`src/hdl/psar_pkg.sv`:
```
// ----------------------------------------------------------------------------
// Parabolic stop and reverse package
// Shared types and constants for the stop and reverse tracker: the candle
// and result beats, the acceleration settings and the register indexes.
// ----------------------------------------------------------------------------
package psar_pkg;

    localparam int IN_BITS    = 32;
    localparam int ACCEL_BITS = 16;
    localparam int CFG_IDX_BITS = 2;

    localparam logic [CFG_IDX_BITS-1:0] CFG_ACCEL_STEP  = 2'd0;
    localparam logic [CFG_IDX_BITS-1:0] CFG_ACCEL_MAX   = 2'd1;
    localparam logic [CFG_IDX_BITS-1:0] CFG_ACCEL_START = 2'd2;

    localparam logic [ACCEL_BITS-1:0] RST_ACCEL_STEP  = 16'd66;
    localparam logic [ACCEL_BITS-1:0] RST_ACCEL_MAX   = 16'd13107;
    localparam logic [ACCEL_BITS-1:0] RST_ACCEL_START = 16'd1311;

    typedef enum logic [1:0] {
        SIG_NONE = 2'd0,
        SIG_BUY  = 2'd1,
        SIG_SELL = 2'd2
    } t_signal;

    typedef struct packed {
        logic [ACCEL_BITS-1:0] step;
        logic [ACCEL_BITS-1:0] max;
        logic [ACCEL_BITS-1:0] start;
    } t_accel_cfg;

    typedef struct packed {
        logic [IN_BITS-1:0] open_price;
        logic [IN_BITS-1:0] high_price;
        logic [IN_BITS-1:0] low_price;
        logic [IN_BITS-1:0] close_price;
    } t_candle;

    typedef struct packed {
        logic [IN_BITS-1:0] stop_value;
        logic               trend_long;
        t_signal            signal_kind;
    } t_result;

endpackage

```
`src/hdl/psar_cfg.sv`:
```
// ----------------------------------------------------------------------------
// Parabolic stop and reverse settings
// Holds the three acceleration registers, written through a plain write port.
// ----------------------------------------------------------------------------
module psar_cfg (
    input  logic                              i_clk,
    input  logic                              i_rst_n,
    input  logic                              i_cfg_we,
    input  logic [psar_pkg::CFG_IDX_BITS-1:0] i_cfg_index,
    input  logic [psar_pkg::ACCEL_BITS-1:0]   i_cfg_data,
    output psar_pkg::t_accel_cfg              o_cfg
);
    import psar_pkg::*;

    t_accel_cfg r_cfg;

    always_ff @(posedge i_clk) begin
        if (!i_rst_n) begin
            r_cfg.step  <= RST_ACCEL_STEP;
            r_cfg.max   <= RST_ACCEL_MAX;
            r_cfg.start <= RST_ACCEL_START;
        end else if (i_cfg_we) begin
            case (i_cfg_index)
                CFG_ACCEL_STEP:  r_cfg.step  <= i_cfg_data;
                CFG_ACCEL_MAX:   r_cfg.max   <= i_cfg_data;
                CFG_ACCEL_START: r_cfg.start <= i_cfg_data;
                default: begin
                end
            endcase
        end
    end

    assign o_cfg = r_cfg;

endmodule

```
`config.mk`:
```
export PLATFORM = sky130hd
export DESIGN_NAME = psar_cfg
export DESIGN_NICKNAME = d
export VERILOG_FILES = /design/src/hdl/psar_pkg.sv /design/src/hdl/psar_cfg.sv
export SDC_FILE = /design/constraint.sdc
export NUM_CORES = 1
export LEC_CHECK = 0
export BUFFER_PORTS_ARGS = -buffer_cell sky130_fd_sc_hd__buf_2
export CAP_MARGIN = 5
export CORE_MARGIN = 10
export CORE_UTILIZATION = 32
export CTS_BUF_LIST = sky130_fd_sc_hd__clkbuf_4 sky130_fd_sc_hd__clkbuf_8
export DETAILED_ROUTE_END_ITERATION = 10
export SYNTH_ARGS = -nofsm -noshare
export SYNTH_HDL_FRONTEND = slang
export SYNTH_SLANG_ARGS = --single-unit
```
`constraint.sdc`:
```
create_clock -name i_clk -period 1 [get_ports i_clk]
set_input_delay 0.15 -clock i_clk [delete_from_list [all_inputs] [get_ports i_clk]]
set_output_delay 0.15 -clock i_clk [all_outputs]
set_load 0.01 [all_outputs]
```
==> results of run 1 <==
-- area by class of cell --
cell class	instances	area [µm²]	area share [%]
sequential	48	965	37.8
multi-input combinational	120	863	33.8
timing repair buffer	81	475	18.6
clock buffer	7	96.3	3.77
tap	75	93.8	3.67
clock inverter	1	30.0	1.18
inverter	8	30.0	1.18
-- per-layer routing --
metal | global-route usage (%) | part of all wire (%) | wire, µm
met1 | 13.0 | 48 | 2330
met2 | 14.9 | 45 | 2200
met3 | 4.44 | 6.6 | 322
met4 | 2.65 | 0 | 0
met5 | 0 | 0 | 0
-- worst paths after layout --
path	from	endpoint	slack [ps]	cells past startpoint
setup / recovery	o_cfg[38]$_SDFFE_PN1P_	o_cfg[38]	50	1
hold / removal	i_cfg_data[0]	o_cfg[32]$_SDFFE_PN0P_	100	3
setup reg to reg	o_cfg[38]$_SDFFE_PN1P_	o_cfg[38]$_SDFFE_PN1P_	360	2
hold reg to reg	o_cfg[40]$_SDFFE_PN0P_	o_cfg[40]$_SDFFE_PN0P_	460	2
-- synth_stat cells (all sizes together) --
cell,instances,area share (%)
mux2i,40,20
and3b,2,0.89
inv,8,1.5
nand3b,2,2.0
o211ai,8,3.1
nor2b,13,4.1
nand2,46,8.8
nand4b,7,3.1
clkbuf,2,0.38
nand4bb,1,0.57
nor3b,1,0.64
dfxtp,48,49
buf,13,5.5
-- worst min-delay path: cells and delay by family --
family | cells | cell delay [ps]
AND/OR/NAND/NOR | 1 | 50
multiplexers | 1 | 50
buffers and inverters | 1 | 110
-- repair_timing --
item                                    in CTS  in global routing
endpoints found under the setup margin       0                  3
gates resized for setup                      0                  3
hold buffers                                 0                  0
-- power by group --
group          internal [W]  leakage (nW)  total (W)  switching [W]
registers           0.00198         0.393    0.00202      0.0000348
logic              0.000213         0.789   0.000454       0.000241
clock network      0.000882        0.0645    0.00152       0.000635
-- cells by family (layout without fill, tap and decap cells) --
group,after synthesis,after routing,synth area share [%]
mux,40,40,20.4
simple gates,72,72,20.2
flops,48,48,48.9
buf+inv,23,97,7.45
compound gates,8,8,3.06
-- stage by stage --
step	total power (W)	cells	hold slack (ps)
finish	0.00399	340	99.6
global route	0.00420	340	82.9
CTS	0.00404	340	96.2
detailed placement	0.00253	332	423
global placement	0.00252	332	416
floorplan	0.00233	191	292
==> results.yml, run 1 <==
worst_setup_path:
  crit_type: "reg -> out"
  worstPathRequired_ps: 850
  critPathBufInv: 1
  critPathMaxFanout: 2
  start_kind: "flip-flop"
  critPathCaptureType: "output port"
  critical_path.top_delay_family: "flip-flops"
  cp_slowest_cell: "dfxtp_1"
  slowest_delay_ps: 360
  arrival_ps: 800
  path_cells: "buf_2"
timing:
  hold_viol: 0
  fmax_mhz: 1050
  tightest_slew_ps: 316
  finalSetupViolCount: 0
  relSlewSlack_pct: 78.9
  finalSetupTns_ps: 0
  fin_crit_sh_pct: 95.5
  setup_slack_ps: 45.3
  report.final.slew_viol_count: 0
  rsz0062_at_grt: "no"
  fin_skew_ps: 0
  fin_crit_ps: 955
floorplan:
  die_area_um2: 9670
  die-width_um: 98.4
  die_y_um: 98.4
  ios: 69
  start_util_pct: 33.0
  core_um2: 5960
  placementRows: 28
cells_and_area:
  stdcell_area_um2: 2550
  nets: 285
  final_common_cell: "buf_2"
  final_cell_mix: "buf_2 (68), nand2_1 (46), dfxtp_1 (45)"
  drive_above_1_share_pct: 35.8
  area_delta_synth_final_pct: 30.0
  largest_reg_flops: 48
  antennaDiodeCount: 0
  fin_util_pct: 42.9
  fillCellCount: 621
cts:
  numCtsBuffers: 5
  clk_latency_ps: 300
  clock_sink_count: 48
  root_buffer: "clkbuf_8"
  path_clk_slew_ps: 90
  cts_setup_buffers: 0
  htreeDepth: 2
  cts_tree: "yes"
  ctsLongestPathBuffers: 2
pwr:
  p_per_area_nw_per_um2: 1560
  irDropWorstVdd_mv: 0.624
  p_leak_nw: 1.25
global_routing:
  grt_max_degree: 32
  antenna_found_initial: 0
  grt_use_total_pct: 10.1
  grt_pass1_wl_um: 8020
  grt_pass1_vias: 1518
  grt_overflow_total: 0
route:
  drtAntennaViolNets: 0
  avgViaCountPerCell: 4.43
  finalWirelength_um: 4860
  avgRoutedWirePerCell_um: 14.3
  vias: 1507
  drc: 0
  drt-pass1-iter-count: 4
  dr.first_iter.drc_count: 68
yosys:
  ys_warn_count: 0
  syn_area_per_cell_um2: 10.3
  ys_seq_elements: 48
  syn_inst: 191
  synth_area_um2: 1960
  synth_seq_area_share_pct: 48.9
  postSynthNetCount: 212
  synth_cell_types: 17
place:
  place_area_um2: 2420
  gp_congestion: 0.719
  hpwl_um: 3760
  io_buffers: 68
  pre_cts_slack_ps: -12.9
run:
  drv_cap: 0
min_path:
  min_path_type: "in -> reg"
run_status:
  status: "finished, final reports clean"
Note: power is estimated with default switching activity, not from simulation.
==> inputs of run 2 (changes only) <==
--- a/config.mk
+++ b/config.mk
@@ -5,6 +5,7 @@
 export SDC_FILE = /design/constraint.sdc
 export NUM_CORES = 1
 export LEC_CHECK = 0
+export ABC_AREA = 1
 export BUFFER_PORTS_ARGS = -buffer_cell sky130_fd_sc_hd__buf_2
 export CAP_MARGIN = 5
 export CORE_MARGIN = 10
==> run 2 against run 1 <==
  * Clock skew did not move
  * Worst setup slack improved by 11 ps
  * Synthesized cell count rose by 46%
  * Sequential cell count did not move
==> results.yml, run 2 <==
floorplan:
  start_util_pct: 33.4
  core_um2: 6030
  placementRows: 28
  ios: 69
  die_y_um: 99.3
  die-width_um: 99.3
  die_area_um2: 9860
yosys:
  synth_compound_area_share_pct: 3.48
  synth_fa_ha_area_share_pct: 0
  synth_seq_area_share_pct: 47.8
  ys_seq_elements: 48
  synth_area_leaders: "dfxtp_1 (48%), nand2_1 (12%), nor2_1 (9.0%), nand3_1 (8.2%), inv_1 (5.8%)"
  ys_warn_count: 0
  synthArstFlopShare_pct: 0
  syn_inst: 279
  yosys.area_share.simple_pct: 36.1
  postSynthNetCount: 300
  synth_top_area_share_pct: 47.8
  synth_edf_count: 0
  synthTopCellsByCount: "nand2_1 (66), dfxtp_1 (48), nor2_1 (48)"
  synth_top_family_by_area: "simple AND/OR/NAND/NOR gates"
  synth_cell_types: 16
  syn_area_per_cell_um2: 7.21
  synth_mux_area_share_pct: 0
  synth_area_um2: 2010
  synth_ff_type: "dfxtp_1"
  post-synth-top-count-cell: "nand2_1"
  yosysTopAreaCell: "dfxtp_1"
  synth_xor_area_share_pct: 0
route:
  drc: 0
  finalWirelength_um: 5620
  drt-pass1-iter-count: 4
  avgViaCountPerCell: 4.49
  dr.first_iter.drc_count: 90
  drtAntennaViolNets: 0
  vias: 1885
  avgRoutedWirePerCell_um: 13.4
place:
  io_buffers: 68
  dp_cells: 413
  gp_congestion: 0.738
  hpwl_um: 4190
cells_and_area:
  final_common_cell: "buf_2"
  drive_above_1_share_pct: 26.1
  largest_reg_flops: 48
  antennaDiodeCount: 0
  fin_util_pct: 41.9
  stdcell_count: 420
  final_cell_mix: "buf_2 (68), nand2_1 (66), nor2_1 (48), dfxtp_1 (48), nand3_1 (33)"
  nets: 366
  area_delta_synth_final_pct: 25.6
  fillCellCount: 645
timing:
  fin_crit_ps: 944
  fmax_mhz: 1060
  hold_viol: 0
  whs_ps: 114
  fin_skew_ps: 0
  fin_crit_sh_pct: 94.4
  finalSetupTns_ps: 0
  tightest_slew_ps: 277
  relSlewSlack_pct: 81.5
  report.final.slew_viol_count: 0
  rsz0062_at_grt: "no"
  finalSetupViolCount: 0
cts:
  clk_latency_ps: 300
  cts_setup_buffers: 0
  cts_tree: "yes"
  root_buffer: "clkbuf_8"
  path_clk_slew_ps: 80
  numCtsBuffers: 5
  cts_hold_buf: 0
  htreeDepth: 2
  ctsLongestPathBuffers: 2
  cts-resized-gates: 0
  clock_sink_count: 48
worst_setup_path:
  worstPathRequired_ps: 850
  start_kind: "flip-flop"
  crit_type: "reg -> out"
  critical_path.top_delay_family: "flip-flops"
  path_cells: "buf_2"
  critPathMaxFanout: 2
  cp_slowest_cell: "dfxtp_1"
  slowest_delay_ps: 350
  critPathCaptureType: "output port"
  arrival_ps: 790
  critPathBufInv: 1
global_routing:
  top_usage_layer: "met2"
  use_met2_pct: 16.3
  antenna_found_initial: 0
  grt_pass1_vias: 1674
  grt_use_total_pct: 11.0
  grt_overflow_total: 0
  grt_use_met3_pct: 4.43
  grt_pass1_wl_um: 8800
  met1_usage_pct: 14.2
  grt_max_degree: 49
pwr:
  p_switching_w: 0.00103
  p_per_area_nw_per_um2: 1540
  p_int_w: 0.00286
  power_frac_comb_pct: 15.1
  seqPwrFrac_pct: 53.0
  p_leak_nw: 1.36
  irDropWorstVdd_mv: 0.581
  finalPower_w: 0.00388
  power.share.switching_pct: 26.4
  p_clk_share_pct: 31.9
min_path:
  min_path_type: "in -> reg"
run:
  drv_cap: 0
run_status:
  status: "finished, final reports clean"
## run 2: cell count changes in the layout (fill, tap and decap cells not counted), moves of 3 or more
| cell | change |
|---|---|
| nor2_1 | +48 |
| mux2i_1 | -40 |
| nand3_1 | +33 |
| inv_1 | +23 |
| nand2_1 | +20 |
| nand4_1 | +15 |
| a21oi_1 | +14 |
| nor2b_1 | -13 |
| o211ai_1 | -8 |
| nand4b_1 | -7 |
| buf_4 | -3 |
| dfxtp_1 | +3 |
| dfxtp_2 | -3 |
## run 2: final timing paths
kind / startpoint / endpoint / slack (ps) / cells past startpoint
hold / removal: i_cfg_data[15] / o_cfg[31]$_SDFFE_PN0P_ / 110 / 3
hold reg to reg: o_cfg[17]$_SDFFE_PN1P_ / o_cfg[17]$_SDFFE_PN1P_ / 460 / 2
setup / recovery: o_cfg[20]$_SDFFE_PN1P_ / o_cfg[20] / 60 / 1
setup reg to reg: o_cfg[18]$_SDFFE_PN0P_ / o_cfg[18]$_SDFFE_PN0P_ / 380 / 4
## run 2: area by class of cell
class | count | area, µm² | area share (%)
Tap cell | 75 | 93.8 | 3.71
Inverter | 33 | 126 | 5.00
Clock buffer | 7 | 96.3 | 3.81
Multi-Input combinational cell | 179 | 796 | 31.5
Timing Repair Buffer | 78 | 453 | 17.9
Sequential cell | 48 | 961 | 38.0
## run 2: per-layer routing
layer	vias up	part of all wire, %
li1	1003	-
met1	828	48
met2	48	45
met3	6	6.4
met4	0	1.1
met5	-	0
## run 2: worst reg2reg max path: stages, from the launching register on
cell and delay, ps:
dfxtp_1 350, inv_1 40, nand2_1 50, nand2_1 50
nor2_1 70
## run 2: cells by family after synthesis
kind of cell / Yosys count
buffers and inverters: 52
DFF: 48
AOI/OAI and AO/OA: 14
and+or+nand+nor: 165
## run 2: power groups by stage
stage / Combinational, W / Sequential [W] / Clock, W
final: 0.000588 / 0.00206 / 0.00124
after global placement: 0.000591 / 0.00210 / 0
after global routing: 0.000661 / 0.00207 / 0.00136
after detailed placement: 0.000598 / 0.00210 / 0
after floorplan: 0.000301 / 0.00215 / 0
after CTS: 0.000599 / 0.00206 / 0.00128
## run 2: metrics by stage
step | cell area [µm²] | worst slack, ps
global placement | 2430 | 67.0
global route | 2530 | 12.9
floorplan | 2010 | 144
CTS | 2530 | 50.0
detailed placement | 2430 | 45.4
finish | 2530 | 55.8
